[src/hw/rtl/ckbr_pkg.sv]
`timescale 1ns / 1ps

package ckbr_pkg;

    // configuration register indexes
    typedef enum logic [2:0] {
        CFG_ENABLE        = 3'd0,
        CFG_KEY_COLOR     = 3'd1,
        CFG_NEAR_TOL      = 3'd2,
        CFG_FAR_TOL       = 3'd3,
        CFG_REPLACE_MODE  = 3'd4,
        CFG_REPLACE_COLOR = 3'd5
    } t_cfg_idx;

    typedef enum logic [1:0] {
        KC_KEEP    = 2'd0,
        KC_BLEND   = 2'd1,
        KC_REPLACE = 2'd2
    } t_key_class;

    localparam int SQRT_STEPS = 17;
    localparam int DIV_STEPS  = 16;

    // channel 0 red, 1 green, 2 blue
    typedef struct packed {
        logic [2:0][7:0] src;
        logic [2:0][7:0] bg;
    } t_pix;

    typedef struct packed {
        t_pix       pix;
        t_key_class kclass;
    } t_div_pay;

    function automatic logic [7:0] chroma_b(input logic [7:0] r, input logic [7:0] g,
                                            input logic [7:0] b);
        logic [24:0] v;
        v = 25'd8388608 + {2'b00, b, 15'd0} - 25'(25'(r) * 25'd11059)
            - 25'(25'(g) * 25'd21709);
        return v[23:16];
    endfunction

    function automatic logic [7:0] chroma_r(input logic [7:0] r, input logic [7:0] g,
                                            input logic [7:0] b);
        logic [24:0] v;
        v = 25'd8388608 + {2'b00, r, 15'd0} - 25'(25'(g) * 25'd27439)
            - 25'(25'(b) * 25'd5329);
        return v[23:16];
    endfunction

endpackage

[src/hw/rtl/ckbr_div.sv]
`timescale 1ns / 1ps

module ckbr_div (
    input  logic                 i_clk,
    input  logic                 i_rst_n,
    input  logic                 i_adv,
    input  logic                 i_valid,
    input  ckbr_pkg::t_div_pay   i_pay,
    input  logic [16:0]          i_num,
    input  logic [8:0]           i_den,
    output logic                 o_valid,
    output ckbr_pkg::t_div_pay   o_pay,
    output logic [15:0]          o_quot
);

    logic [24:0]          r_rem  [ckbr_pkg::DIV_STEPS];
    logic [15:0]          r_quot [ckbr_pkg::DIV_STEPS];
    logic [8:0]           r_den  [ckbr_pkg::DIV_STEPS];
    ckbr_pkg::t_div_pay   r_pay  [ckbr_pkg::DIV_STEPS];
    logic                 r_vld  [ckbr_pkg::DIV_STEPS];
    logic [24:0]          n_rem  [ckbr_pkg::DIV_STEPS];
    logic [15:0]          n_quot [ckbr_pkg::DIV_STEPS];

    // quotient of (num << 8) / den, one bit per stage, msb first
    always_comb begin
        logic [24:0] prem;
        logic [15:0] pq;
        logic [8:0]  pden;
        logic [24:0] dsh;
        for (int k = 0; k < ckbr_pkg::DIV_STEPS; k++) begin
            if (k == 0) begin
                prem = {i_num, 8'd0};
                pq   = '0;
                pden = i_den;
            end else begin
                prem = r_rem[k-1];
                pq   = r_quot[k-1];
                pden = r_den[k-1];
            end
            dsh       = 25'(pden) << (ckbr_pkg::DIV_STEPS - 1 - k);
            n_quot[k] = pq;
            if (prem >= dsh) begin
                n_rem[k] = prem - dsh;
                n_quot[k][ckbr_pkg::DIV_STEPS-1-k] = 1'b1;
            end else begin
                n_rem[k] = prem;
            end
        end
    end

    always_ff @(posedge i_clk) begin
        if (i_adv) begin
            for (int k = 0; k < ckbr_pkg::DIV_STEPS; k++) begin
                r_rem[k]  <= n_rem[k];
                r_quot[k] <= n_quot[k];
                r_den[k]  <= (k == 0) ? i_den : r_den[k-1];
                r_pay[k]  <= (k == 0) ? i_pay : r_pay[k-1];
            end
        end
    end

    always_ff @(posedge i_clk) begin
        if (!i_rst_n) begin
            for (int k = 0; k < ckbr_pkg::DIV_STEPS; k++) r_vld[k] <= 1'b0;
        end else if (i_adv) begin
            for (int k = 0; k < ckbr_pkg::DIV_STEPS; k++)
                r_vld[k] <= (k == 0) ? i_valid : r_vld[k-1];
        end
    end

    assign o_valid = r_vld[ckbr_pkg::DIV_STEPS-1];
    assign o_pay   = r_pay[ckbr_pkg::DIV_STEPS-1];
    assign o_quot  = r_quot[ckbr_pkg::DIV_STEPS-1];

endmodule

[config.mk]
export PLATFORM = sky130hd
export DESIGN_NAME = ckbr_div
export DESIGN_NICKNAME = d
export VERILOG_FILES = /design/src/hw/rtl/ckbr_pkg.sv /design/src/hw/rtl/ckbr_div.sv
export SDC_FILE = /design/constraint.sdc
export NUM_CORES = 1
export LEC_CHECK = 0
export ABC_AREA = 1
export ABC_CLOCK_PERIOD_IN_PS = 3600
export BUFFER_PORTS_ARGS = -buffer_cell sky130_fd_sc_hd__buf_2
export CORE_ASPECT_RATIO = 1.1
export CORE_MARGIN = 2
export CORE_UTILIZATION = 65
export DETAILED_ROUTE_END_ITERATION = 8
export GPL_ROUTABILITY_DRIVEN = 0
export PLACE_DENSITY = 0.82
export SYNTH_ARGS = -nofsm -noshare
export SYNTH_HDL_FRONTEND = slang
export SYNTH_SLANG_ARGS = --single-unit
[constraint.sdc]
create_clock -name i_clk -period 3.6 [get_ports i_clk]
set_input_delay 0.72 -clock i_clk [delete_from_list [all_inputs] [get_ports i_clk]]
set_output_delay 0.72 -clock i_clk [all_outputs]
set_load 0.01 [all_outputs]
==> impl_metrics.yaml <==
worst_setup_path:
  cp_slowest_stage_delay_ps: 630
  crit_chain: "inv_1 > fa_1 > nand2_1 > nand3_1 > nand3_1 > nand2_2 > nand2_2 > nand2_1 > nor2_2 > o21ai_0"
  cp-end-kind: "register"
  crit_buf_inv: 1
  cp_top_family: "simple AND/OR/NAND/NOR gates"
  cp.arrival_ps: 3250
  crit_path_max_fanout: 21
  required_ps: 4040
  crit_type: "reg -> reg"
  cp-start-kind: "register"
  cp_slowest_cell: "nor2_2"
synth:
  yosysWarnings: 0
  yosysSeqAreaShare_pct: 72.6
  avgSynthCellArea_sq_um: 12.7
  ys_ff_latch: 1370
  synth_nets: 4701
  syn_inst: 4463
  synth-main-ff-cell: "edfxtp_1"
  netlist_area_sq_um: 56700
  synth_edf_count: 1370
  synthArstFlopShare_pct: 0
  ys_types: 48
route:
  drt_iter0_markers: 2868
  route.detailed.drc: 2
  wl_per_cell_um: 17.0
  vias: 32600
  ant_nets: 0
  wirelength_mm: 101
  first_pass_iters: 9
  vias_per_cell: 5.47
cts:
  cts_hold_buffers: 0
  clk_pin_slew_ps: 60
  cts_root_buf: "clkbuf_16"
  worstSkewPairLatency_ps: 730
  cts_tree: "built"
  cts_resized: 0
  ctsLongestPathBuffers: 3
  cts_setup_buffers: 0
  htree_levels: 4
  cts_buffers: 135
  clock-sinks: 1370
finish:
  fillCellCount: 5276
  nNetsFinal: 4946
  antenna_cells: 0
  final_cell_area_sq_um: 63200
  utilization_pct: 73.1
  multiInputGateArea_sq_um: 12700
  drive_gt1_share_pct: 10.8
  syn_to_final_growth_pct: 11.5
  seqCellArea_sq_um: 41100
floorplanning:
  rows: 113
  die_height_um: 314
  start_util_pct: 65.6
  die_area_sq_um: 89600
  coreArea_sq_um: 86400
  pin_count: 147
  fp.dieW_um: 286
place:
  placed_cell_area_sq_um: 58800
  place_ws_ps: 816
  place_hpwl_mm: 64.9
  port_buffers: 146
pwr:
  seq_power_share_pct: 48.8
  intPower_uw: 30500
  p_switching_uw: 12000
  netSwitchingFraction_pct: 28.3
  leakagePower_uw: 0.0254
  power_frac_comb_pct: 18.4
  power_density_nw_per_um2: 673
  total_power_uw: 42500
  peakVddDrop_mv: 0.505
  pwr-share-clk_pct: 32.8
sta:
  setup_tns_ps: 0
  hold_violations: 0
  period_minus_slack_ps: 2810
  relSlewSlack_pct: 45.4
  setup_viol: 0
  rsz0062_at_grt: "false"
  max_freq_ghz: 0.356
  slew_violations: 0
  period_share_pct: 78.1
  tightest_slew_ps: 818
  clock_skew_ps: 22.4
  layout_setup_ws_ps: 787
global_route:
  overflow: 0
  grt_usage_pct: 22.9
  grt_max_degree: 128
  grt_pass1_vias: 32700
  grt_antenna_before_repair: 0
  grt_first_pass_wirelength_mm: 163
run_status:
  status: "finished, violations left"
  violations: "design-rule violations"
job:
  maxCapViolCount: 0
hold_path:
  min-delay-path-class: "in -> reg"
area by class of cell:
cell class / count / area share, %
clock inverter: 83 / 1.52
multi-input combinational: 2419 / 20.0
tap: 1150 / 2.28
sequential: 1370 / 65.1
timing repair buffer: 181 / 1.97
inverter: 601 / 3.58
clock buffer: 158 / 5.48
per-layer routing:
layer	GRT usage, %	part of all wire [%]	up-vias
met5	0	0	-
met2	40.4	51	1230
met3	4.03	5.4	378
met1	27.2	39	15400
met4	11.8	4.8	0
li1	-	-	15600
flip-flops by register name (all words and copies together), names as in the netlist:
register  flops
r_quot      136
r_pay       800
r_rem       283
r_den       135
r_vld        16
through the flow:
step	cells	hold WS, ps
finish	5962	163
global route	5962	126
CTS	5962	109
detailed placement	5721	405
global placement	5721	400
floorplan	4463	400
power groups by stage:
| stage | logic, uW | registers (uW) | clock network, uW |
|---|---|---|---|
| after floorplan | 5750 | 20600 | 0 |
| after global placement | 7290 | 20900 | 0 |
| after detailed placement | 7560 | 21000 | 0 |
| after CTS | 7680 | 20700 | 14300 |
| after global routing | 8790 | 20900 | 14800 |
| final | 7820 | 20700 | 14000 |
synth_stat cells (2+ instances only):
cell type,instances,area share (%)
nand3_1,179,1.6
nand2_4,7,0.14
o21bai_1,8,0.11
inv_2,18,0.12
nand2_2,16,0.18
o211ai_1,3,0.040
edfxtp_1,1370,73
nand4_1,62,0.68
nor2_2,15,0.17
or2_2,9,0.099
xor2_1,56,0.87
nor2_4,4,0.079
nor2_8,4,0.14
nor2_1,337,2.2
a21oi_2,41,0.63
nand3b_1,44,0.58
or2_1,2,0.022
o21a_1,2,0.026
o21ai_1,26,0.23
nor4_1,6,0.066
buf_6,14,0.28
fa_1,15,0.53
nor3_2,2,0.035
o21ai_2,19,0.29
nor3_1,24,0.21
inv_1,580,3.8
o21ai_0,51,0.45
nand3_2,6,0.11
ha_1,143,3.2
a21oi_1,121,1.1
a21boi_0,2,0.026
xnor2_1,45,0.70
and2_1,2,0.022
nand2_1,1157,7.7
buf_4,57,0.76
a21o_1,4,0.053
cells by family after synthesis:
kind of cell / count (synthesis) / synth area share, %
XOR/XNOR: 101 / 1.56
adder cells (fa/ha/maj): 158 / 3.69
AO/OA/AOI/OAI: 280 / 2.99
flip-flops: 1370 / 72.6
buffers and inverters: 674 / 5.07
AND/OR/NAND/NOR: 1880 / 14.1
path summary, 6_finish.rpt:
kind,startpoint,to,slack (ps),cells past startpoint
worst max-delay path,r_den[1][45]$_DFFE_PP_,r_rem[1][156]$_DFFE_PP_,790,10
worst max register to register,r_den[1][45]$_DFFE_PP_,r_rem[1][156]$_DFFE_PP_,790,10
worst min-delay path,i_pay[15],r_pay[0][15]$_DFFE_PP_,160,1
worst min register to register,r_pay[0][246]$_DFFE_PP_,r_pay[0][296]$_DFFE_PP_,410,0
cell usage in the layout (no fill, tap or decap), drive strengths merged:
| cell | Yosys | routed |
|---|---|---|
| o211ai | 3 | 3 |
| edfxtp | 1370 | 1370 |
| and2 | 2 | 2 |
| a21o | 4 | 4 |
| nand4 | 63 | 63 |
| nor3 | 26 | 26 |
| and3 | 1 | 1 |
| clkbuf | 1 | 158 |
| bufinv | 0 | 15 |
| o21a | 2 | 2 |
| clkinv | 1 | 54 |
| nand3 | 186 | 186 |
| o21bai | 9 | 9 |
| nor2 | 360 | 360 |
| or2 | 11 | 11 |
| fa | 15 | 15 |
| a211oi | 1 | 1 |
| buf | 72 | 181 |
| clkinvlp | 0 | 7 |
| a21oi | 162 | 162 |
| nand3b | 45 | 45 |
| inv | 600 | 608 |
| ha | 143 | 143 |
| a21boi | 2 | 2 |
| nor4 | 6 | 6 |
| xor2 | 56 | 56 |
| o21ai | 96 | 96 |
| nand2 | 1180 | 1180 |
| xnor2 | 45 | 45 |
| o2111ai | 1 | 1 |
(Power assumes the default switching activity.)
