## config.mk

```make
export PLATFORM = sky130hd
export DESIGN_NAME = ckbr_isqrt
export DESIGN_NICKNAME = d
export VERILOG_FILES = /design/src/hw/rtl/ckbr_pkg.sv /design/src/hw/rtl/ckbr_isqrt.sv
export SDC_FILE = /design/constraint.sdc
export NUM_CORES = 1
export LEC_CHECK = 0
export BUFFER_PORTS_ARGS = -buffer_cell sky130_fd_sc_hd__clkbuf_2
export CAP_MARGIN = 30
export CORE_ASPECT_RATIO = 1.2
export CORE_UTILIZATION = 60
export CTS_BUF_LIST = sky130_fd_sc_hd__clkbuf_4 sky130_fd_sc_hd__clkbuf_8
export CTS_CLUSTER_SIZE = 16
export DETAILED_ROUTE_END_ITERATION = 6
export PLACE_DENSITY_LB_ADDON = 0.2
export SETUP_SLACK_MARGIN = 0.05
export SKIP_LAST_GASP = 1
export SYNTH_ARGS = -nofsm -noshare
export SYNTH_HDL_FRONTEND = slang
export SYNTH_SLANG_ARGS = --single-unit
export TNS_END_PERCENT = 50
```

## constraint.sdc

```tcl
create_clock -name i_clk -period 3.76 [get_ports i_clk]
set_input_delay 0.752 -clock i_clk [delete_from_list [all_inputs] [get_ports i_clk]]
set_output_delay 0.752 -clock i_clk [all_outputs]
set_load 0.1 [all_outputs]
```

## src/hw/rtl/ckbr_pkg.sv

```systemverilog
`timescale 1ns / 1ps

package ckbr_pkg;

    // configuration register indexes
    typedef enum logic [2:0] {
        CFG_ENABLE        = 3'd0,
        CFG_KEY_COLOR     = 3'd1,
        CFG_NEAR_TOL      = 3'd2,
        CFG_FAR_TOL       = 3'd3,
        CFG_REPLACE_MODE  = 3'd4,
        CFG_REPLACE_COLOR = 3'd5
    } t_cfg_idx;

    typedef enum logic [1:0] {
        KC_KEEP    = 2'd0,
        KC_BLEND   = 2'd1,
        KC_REPLACE = 2'd2
    } t_key_class;

    localparam int SQRT_STEPS = 17;
    localparam int DIV_STEPS  = 16;

    // channel 0 red, 1 green, 2 blue
    typedef struct packed {
        logic [2:0][7:0] src;
        logic [2:0][7:0] bg;
    } t_pix;

    typedef struct packed {
        t_pix       pix;
        t_key_class kclass;
    } t_div_pay;

    function automatic logic [7:0] chroma_b(input logic [7:0] r, input logic [7:0] g,
                                            input logic [7:0] b);
        logic [24:0] v;
        v = 25'd8388608 + {2'b00, b, 15'd0} - 25'(25'(r) * 25'd11059)
            - 25'(25'(g) * 25'd21709);
        return v[23:16];
    endfunction

    function automatic logic [7:0] chroma_r(input logic [7:0] r, input logic [7:0] g,
                                            input logic [7:0] b);
        logic [24:0] v;
        v = 25'd8388608 + {2'b00, r, 15'd0} - 25'(25'(g) * 25'd27439)
            - 25'(25'(b) * 25'd5329);
        return v[23:16];
    endfunction

endpackage

```

## src/hw/rtl/ckbr_isqrt.sv

```systemverilog
`timescale 1ns / 1ps

module ckbr_isqrt (
    input  logic                 i_clk,
    input  logic                 i_rst_n,
    input  logic                 i_adv,
    input  logic                 i_valid,
    input  ckbr_pkg::t_pix       i_pix,
    input  logic [16:0]          i_sq,
    output logic                 o_valid,
    output ckbr_pkg::t_pix       o_pix,
    output logic [16:0]          o_root
);

    logic [33:0]    r_v   [ckbr_pkg::SQRT_STEPS];
    logic [33:0]    r_res [ckbr_pkg::SQRT_STEPS];
    ckbr_pkg::t_pix r_pix [ckbr_pkg::SQRT_STEPS];
    logic           r_vld [ckbr_pkg::SQRT_STEPS];
    logic [33:0]    n_v   [ckbr_pkg::SQRT_STEPS];
    logic [33:0]    n_res [ckbr_pkg::SQRT_STEPS];

    // one root bit per stage; the radicand is sq << 16
    always_comb begin
        logic [33:0] pv;
        logic [33:0] pres;
        logic [33:0] bitv;
        logic [33:0] trial;
        for (int k = 0; k < ckbr_pkg::SQRT_STEPS; k++) begin
            if (k == 0) begin
                pv   = {1'b0, i_sq, 16'd0};
                pres = '0;
            end else begin
                pv   = r_v[k-1];
                pres = r_res[k-1];
            end
            bitv  = 34'd1 << (32 - 2 * k);
            trial = pres + bitv;
            if (pv >= trial) begin
                n_v[k]   = pv - trial;
                n_res[k] = (pres >> 1) + bitv;
            end else begin
                n_v[k]   = pv;
                n_res[k] = pres >> 1;
            end
        end
    end

    always_ff @(posedge i_clk) begin
        if (i_adv) begin
            for (int k = 0; k < ckbr_pkg::SQRT_STEPS; k++) begin
                r_v[k]   <= n_v[k];
                r_res[k] <= n_res[k];
                r_pix[k] <= (k == 0) ? i_pix : r_pix[k-1];
            end
        end
    end

    always_ff @(posedge i_clk) begin
        if (!i_rst_n) begin
            for (int k = 0; k < ckbr_pkg::SQRT_STEPS; k++) r_vld[k] <= 1'b0;
        end else if (i_adv) begin
            for (int k = 0; k < ckbr_pkg::SQRT_STEPS; k++)
                r_vld[k] <= (k == 0) ? i_valid : r_vld[k-1];
        end
    end

    assign o_valid = r_vld[ckbr_pkg::SQRT_STEPS-1];
    assign o_pix   = r_pix[ckbr_pkg::SQRT_STEPS-1];
    assign o_root  = r_res[ckbr_pkg::SQRT_STEPS-1][16:0];

endmodule

```

==> results_dict.tcl, run 1 <==
set metrics [dict create \
    nets 3562 \
    dr_wl_met3_um 3070 \
    p_leak_nw 20.9 \
    grt_pass1_wl_um 124000 \
    area_delta_synth_final_pct 12.1 \
    avgViaCountPerCell 5.38 \
    post_cts_resized 0 \
    track_usage 0.185 \
    cts_tree "done" \
    cp_max_fo 3 \
    setup_tns_ns 0 \
    worst_slew_pin_slew_ns 0.793 \
    synth_area_mm2 0.0507 \
    htree_levels 4 \
    ys_warn_count 0 \
    num_vias 24806 \
    netlist_instances 3009 \
    dieArea_mm2 0.0857 \
    postCtsSetupRepairBufs 0 \
    first_pass_iters 5 \
    synthTopCellsByArea "edfxtp_1 (78%), ha_1 (3.7%), xor2_1 (2.0%), inv_1 (1.4%), xnor2_1 (1.4%)" \
    maxCapViolations 0 \
    coreArea_mm2 0.0836 \
    antenna_found_initial 1 \
    finClkSkew_ns 0.0403 \
    ys_ff_latch 1323 \
    report.final.slew_viol_count 0 \
    cts_sinks 1323 \
    clk_path_buf_depth 3 \
    post-dp-hpwl_um 51100 \
    drtAntennaViolNets 0 \
    vdd_ir_drop_max_mv 0.443 \
    n_fill_cell 5531 \
    p_per_area_mw_per_mm2 576 \
    grt_pass1_vias 25714 \
    layout-drive-gt1-share 0.147 \
    ioPinCount 135 \
    crit_path_cell_trace "inv_1 > ha_1 > inv_1 > fa_1 > nand2b_1 > a211o_1 > a211oi_1 > nor3_2 > nor4_1 > nor3b_1 > xor2_1" \
    die-height_um 321 \
    crit_slowest_cell "nor4_1" \
    grt_max_degree 144 \
    route.met2.wl_um 41700 \
    finalWirelength_um 77600 \
    maxSlewHeadroom 0.458 \
    wl_per_cell_um 16.8 \
    grt_overflow 0 \
    max_stage_delay_ns 0.62 \
    setup_ws_ns 0.263 \
    m1WireLength_um 29300 \
    syn_avg_cell_area_um2 16.9 \
    hold_ws_ns 0.109 \
    cts_root_buf "clkbuf_8" \
    synth_top_area_cell "edfxtp_1" \
    start_util 0.607 \
    period_minus_slack_ns 3.50 \
    netlist.area_leader.share 0.783 \
    port_buffers 134 \
    min_period_over_period 0.930 \
    arrival_ns 4.06 \
    gp_congestion 0.919 \
    hold_viol 0 \
    cts_hold_buf 38 \
    final_common_cell "edfxtp_1" \
    status "finished clean" \
    grt_setup_unrepaired "false" \
    worstPathRequired_ns 4.32 \
    cpMostUsedCell "inv_1" \
    async_reset_ff_frac 0 \
    ys_types 73 \
    path_class "reg -> reg" \
    yosysSeqAreaShare 0.783 \
    clk-insertion-delay-late_ns 0.84 \
    post-route-drc-count 0 \
    clk_pin_slew_ns 0.06 \
    pre_cts_ws_ns 0.337 \
    final_cell_mix "edfxtp_1 (1323), clkbuf_8 (192), inv_1 (190)" \
    maxUsedRoutingLayer "met4" \
    synth_edf_count 1323 \
    drt_first_iter_violations 1550 \
    worst_setup_path_start_kind "flip-flop" \
    numCtsBuffers 192 \
    end_kind "flip-flop" \
    finalSetupViolCount 0 \
    fmax_mhz 286 \
    hold_class "in -> reg" \
    die_w_um 267 \
    synthFlopType "edfxtp_1" \
    std_cell_rows 116 \
]
[where the power goes]
group	leakage (nW)	internal (mW)	switching, mW
clock	1.97	5.71	5.18
sequential	12.8	17.8	0.712
combinational	6.15	1.30	2.03
[registers in the layout, indices dropped and copies added (netlist names)]
register  flops
r_pix       816
r_vld        17
r_v         337
r_res       153
[synthesized netlist by cell type, types with 25 or more instances]
master    instances
a21o_1           32
a21oi_1         122
and3_1           27
buf_4            51
edfxtp_1       1323
ha_1            151
inv_1           190
nand2_1         152
nand2b_1         28
nand3_1          25
nor2_1          132
nor3_1           66
nor4_1           41
o21ai_0         130
xnor2_1          79
xor2_1          115
[final timing paths]
| kind | from | endpoint | slack (ns) | cells after the start |
|---|---|---|---|---|
| worst max register to register | r_res[0][480]$_DFFE_PP_ | r_v[0][541]$_DFFE_PP_ | 0.26 | 11 |
| worst min register to register | r_pix[0][157]$_DFFE_PP_ | r_pix[0][205]$_DFFE_PP_ | 0.40 | 0 |
| worst max-delay path | r_res[0][480]$_DFFE_PP_ | r_v[0][541]$_DFFE_PP_ | 0.26 | 11 |
| worst min-delay path | i_pix[2] | r_pix[0][2]$_DFFE_PP_ | 0.11 | 1 |
[kinds of logic after synthesis]
family | synth area share
XOR/XNOR | 0.0335
multiplexers | 0.00720
AND/OR/NAND/NOR | 0.0601
flip-flops | 0.783
AO/OA/AOI/OAI | 0.0519
other | 0.0000739
adder cells (fa/ha/maj) | 0.0400
buffers and inverters | 0.0244
[per-layer routing]
layer	up-vias	global-route usage
li1	12048	-
met1	11932	0.195
met2	588	0.338
met3	238	0.0395
met4	0	0.104
met5	-	0
[layout make-up]
cell class                      count  area, um2  share of cell area
Clock buffer                      252       3090              0.0544
Inverter                          193        724              0.0127
Sequential cell                  1323      39700               0.699
Antenna cell                        1       2.50           0.0000440
Tap cell                         1121       1400              0.0247
Clock inverter                     92        653              0.0115
Multi-Input combinational cell   1414       9780               0.172
Timing Repair Buffer              211       1480              0.0261
[metrics by stage]
| step | total power [mW] | instances | area [um2] | util |
|---|---|---|---|---|
| 2_1_floorplan | 20.9 | 3010 | 50700 | - |
| 3_3_place_gp | 21.9 | 4224 | 52700 | 0.631 |
| 3_5_place_dp | 22.1 | 4224 | 52700 | 0.631 |
| 4_1_cts | 33.1 | 4606 | 56900 | 0.680 |
| 5_1_grt | 34.2 | 4607 | 56900 | 0.680 |
| 6_report | 32.7 | 4607 | 56900 | 0.680 |
[worst max-delay path, delay by kind of cell (launching register included)]
| family | cells | cell delay, ns |
|---|---|---|
| buffers and inverters | 2 | 0.13 |
| adders and majority gates | 2 | 0.56 |
| xor gates and xnor gates | 1 | 0.10 |
| DFF | 1 | 0.38 |
| AOI/OAI and AO/OA | 2 | 0.84 |
| and+or+nand+nor | 4 | 1.24 |
No activity file was read; power rests on OpenSTA's default activity.
==> run 2: changes to the inputs <==
--- a/config.mk
+++ b/config.mk
@@ -5,6 +5,7 @@
 export SDC_FILE = /design/constraint.sdc
 export NUM_CORES = 1
 export LEC_CHECK = 0
+export ABC_AREA = 1
 export BUFFER_PORTS_ARGS = -buffer_cell sky130_fd_sc_hd__clkbuf_2
 export CAP_MARGIN = 30
 export CORE_ASPECT_RATIO = 1.2
==> constraint.sdc (replaced) <==
create_clock -name i_clk -period 3.76 [get_ports i_clk]
set_input_delay 0.752 -clock i_clk [delete_from_list [all_inputs] [get_ports i_clk]]
set_output_delay 0.752 -clock i_clk [all_outputs]
set_load 0.02 [all_outputs]
==> run 2 against run 1 <==
Compared with the run above:
- wire length up 14%
- fmax grew 28%
- sequential power hardly changed
- synthesized cell count increased by 38%
- core utilization is 0.68 points lower
- sequential share of layout area down 4.0 points
- critical endpoint is now r_v[0][483]$_DFFE_PP_
==> results_dict.tcl, run 2 <==
set metrics [dict create \
    status "finished clean" \
    setup_tns_ns 0 \
    std_cell_rows 120 \
    post-route-drc-count 0 \
    syn_avg_cell_area_um2 13.2 \
    synthFlopType "edfxtp_1" \
    arrival_ns 3.29 \
    largest_reg_flops 816 \
    maxSlewHeadroom 0.487 \
    place_inst 5390 \
    reg2reg_slack_ns 1.02 \
    drt_first_iter_violations 1796 \
    reg_top3 "r_pix: 816 flops, r_v: 337 flops, r_res: 153 flops" \
    netlist.area_leader.share 0.729 \
    n_fill_cell 6333 \
    maxCapViolations 0 \
    top_usage_layer "met2" \
    synth_area_mm2 0.0545 \
    finalWirelength_um 88700 \
    ys_types 59 \
    hold_class "in -> reg" \
    layout-drive-gt1-share 0.135 \
    grt_util_met1 0.221 \
    postCtsSetupRepairBufs 0 \
    grt_max_degree 122 \
    gp_congestion 0.926 \
    path_class "reg -> reg" \
    report.final.slew_viol_count 0 \
    p_leak_nw 23.9 \
    grtUsageMet3 0.0357 \
    die-height_um 332 \
    synthTopCellsByArea "edfxtp_1 (73%), nand2_1 (6.1%), ha_1 (3.5%), inv_1 (3.4%), nor2_1 (1.9%)" \
    grt_pass1_wl_um 143000 \
    yosysSeqAreaShare 0.729 \
    end_kind "flip-flop" \
    track_usage 0.197 \
    worst_slew_pin_slew_ns 0.769 \
    clk_pin_slew_ns 0.06 \
    crit_slowest_cell "fa_1" \
    port_buffers 134 \
    ys_warn_count 0 \
    wl_per_cell_um 15.4 \
    num_vias 29310 \
    nets 4678 \
    hold_viol 0 \
    antenna_found_initial 1 \
    netlist_instances 4143 \
    dieArea_mm2 0.0920 \
    clk_path_buf_depth 3 \
    first_pass_iters 5 \
    p_per_area_mw_per_mm2 560 \
    drtAntennaViolNets 0 \
    grt_setup_unrepaired "false" \
    cp_max_fo 31 \
    async_reset_ff_frac 0 \
    clk-insertion-delay-late_ns 0.85 \
    worstPathRequired_ns 4.31 \
    cts_sinks 1323 \
    finClkSkew_ns 0.0398 \
    finalPower_mw 33.8 \
    post_cts_resized 0 \
    cts_hold_buf 28 \
    start_util 0.608 \
    avgViaCountPerCell 5.09 \
    synthTopCellsByCount "edfxtp_1 (1323), nand2_1 (884), inv_1 (499)" \
    grt_overflow 0 \
    cpMostUsedCell "nand3_1" \
    worst_setup_path_start_kind "flip-flop" \
    final_cell_mix "edfxtp_1 (1323), nand2_1 (884), inv_1 (499)" \
    post_layout_nonfiller_instances 5754 \
    max_stage_delay_ns 0.41 \
    post-dp-hpwl_um 62300 \
    period_minus_slack_ns 2.74 \
    yosysMostFrequentCell "edfxtp_1" \
    grt_pass1_vias 29281 \
    crit_path_cell_trace "inv_1 > ha_1 > inv_1 > fa_1 > inv_1 > nand3_1 > nand3_1 > nand3_1 > nand3_1 > nand2_1 > nand2_2 > inv_2 > nand2_1 > o21ai_1" \
    fmax_mhz 365 \
    regMostFlops "r_pix" \
    die_w_um 277 \
    synth_top_area_cell "edfxtp_1" \
    cts_root_buf "clkbuf_8" \
    area_delta_synth_final_pct 10.8 \
    min_period_over_period 0.729 \
    cts_tree "done" \
    synth_edf_count 1323 \
    coreArea_mm2 0.0896 \
    finalSetupViolCount 0 \
    grt_util_met2 0.356 \
    htree_levels 4 \
    vdd_ir_drop_max_mv 0.408 \
    numCtsBuffers 190 \
    final_common_cell "edfxtp_1" \
    ioPinCount 135 \
    ys_ff_latch 1323 \
]
==> run 2: cells by family (layout without fill, tap and decap cells) <==
logic type	Yosys count	count (layout)	synth area share
AND/OR/NAND/NOR	1590	1590	0.128
flip-flops	1323	1323	0.729
XOR/XNOR	122	122	0.0196
AO/OA/AOI/OAI	346	346	0.0376
other	1	4	0.0000688
adder cells (fa/ha/maj)	158	158	0.0372
buffers and inverters	603	1052	0.0481
==> run 2: layer usage <==
layer | up-vias | share of wire
met5 | - | 0
met1 | 13567 | 0.40
met3 | 228 | 0.035
li1 | 14956 | -
met2 | 559 | 0.52
met4 | 0 | 0.047
==> run 2: layout make-up <==
type / instances / area (um2) / area share
Multi-Input combinational cell: 2218 / 12100 / 0.201
Tap cell: 1159 / 1450 / 0.0240
Antenna cell: 2 / 5.00 / 0.0000829
Inverter: 527 / 2000 / 0.0331
Clock inverter: 89 / 717 / 0.0119
Timing Repair Buffer: 191 / 1300 / 0.0215
Clock buffer: 245 / 3030 / 0.0502
Sequential cell: 1323 / 39700 / 0.658
==> run 2: worst paths after layout <==
| kind | startpoint | to | cells after the start |
|---|---|---|---|
| worst max-delay path | r_res[0][448]$_DFFE_PP_ | r_v[0][483]$_DFFE_PP_ | 14 |
| worst min-delay path | i_pix[10] | r_pix[0][10]$_DFFE_PP_ | 1 |
| worst max register to register | r_res[0][448]$_DFFE_PP_ | r_v[0][483]$_DFFE_PP_ | 14 |
| worst min register to register | r_pix[0][441]$_DFFE_PP_ | r_pix[0][489]$_DFFE_PP_ | 0 |
==> run 2: per-stage QoR <==
stage	instance area (um2)	utilization	hold slack (ns)	worst slack, ns
floorplan	54500	-	0.400	1.55
global placement	56300	0.628	0.400	1.15
detailed placement	56300	0.628	0.405	1.07
CTS	60400	0.673	0.000313	1.05
global route	60400	0.673	0.0108	0.753
finish	60400	0.673	0.0851	1.02
==> run 2: critical path, delay by kind of cell (launching register included) <==
kind	cells	cell delay, ns
AOI/OAI and AO/OA	1	0.07
and+or+nand+nor	7	0.97
DFF	1	0.39
adders and majority gates	2	0.57
buffers and inverters	4	0.46
==> run 2: report_power, final <==
group / switching [mW] / total (mW) / internal, mW
sequential: 0.659 / 18.5 / 17.8
clock: 5.17 / 11.0 / 5.82
combinational: 2.84 / 4.35 / 1.50
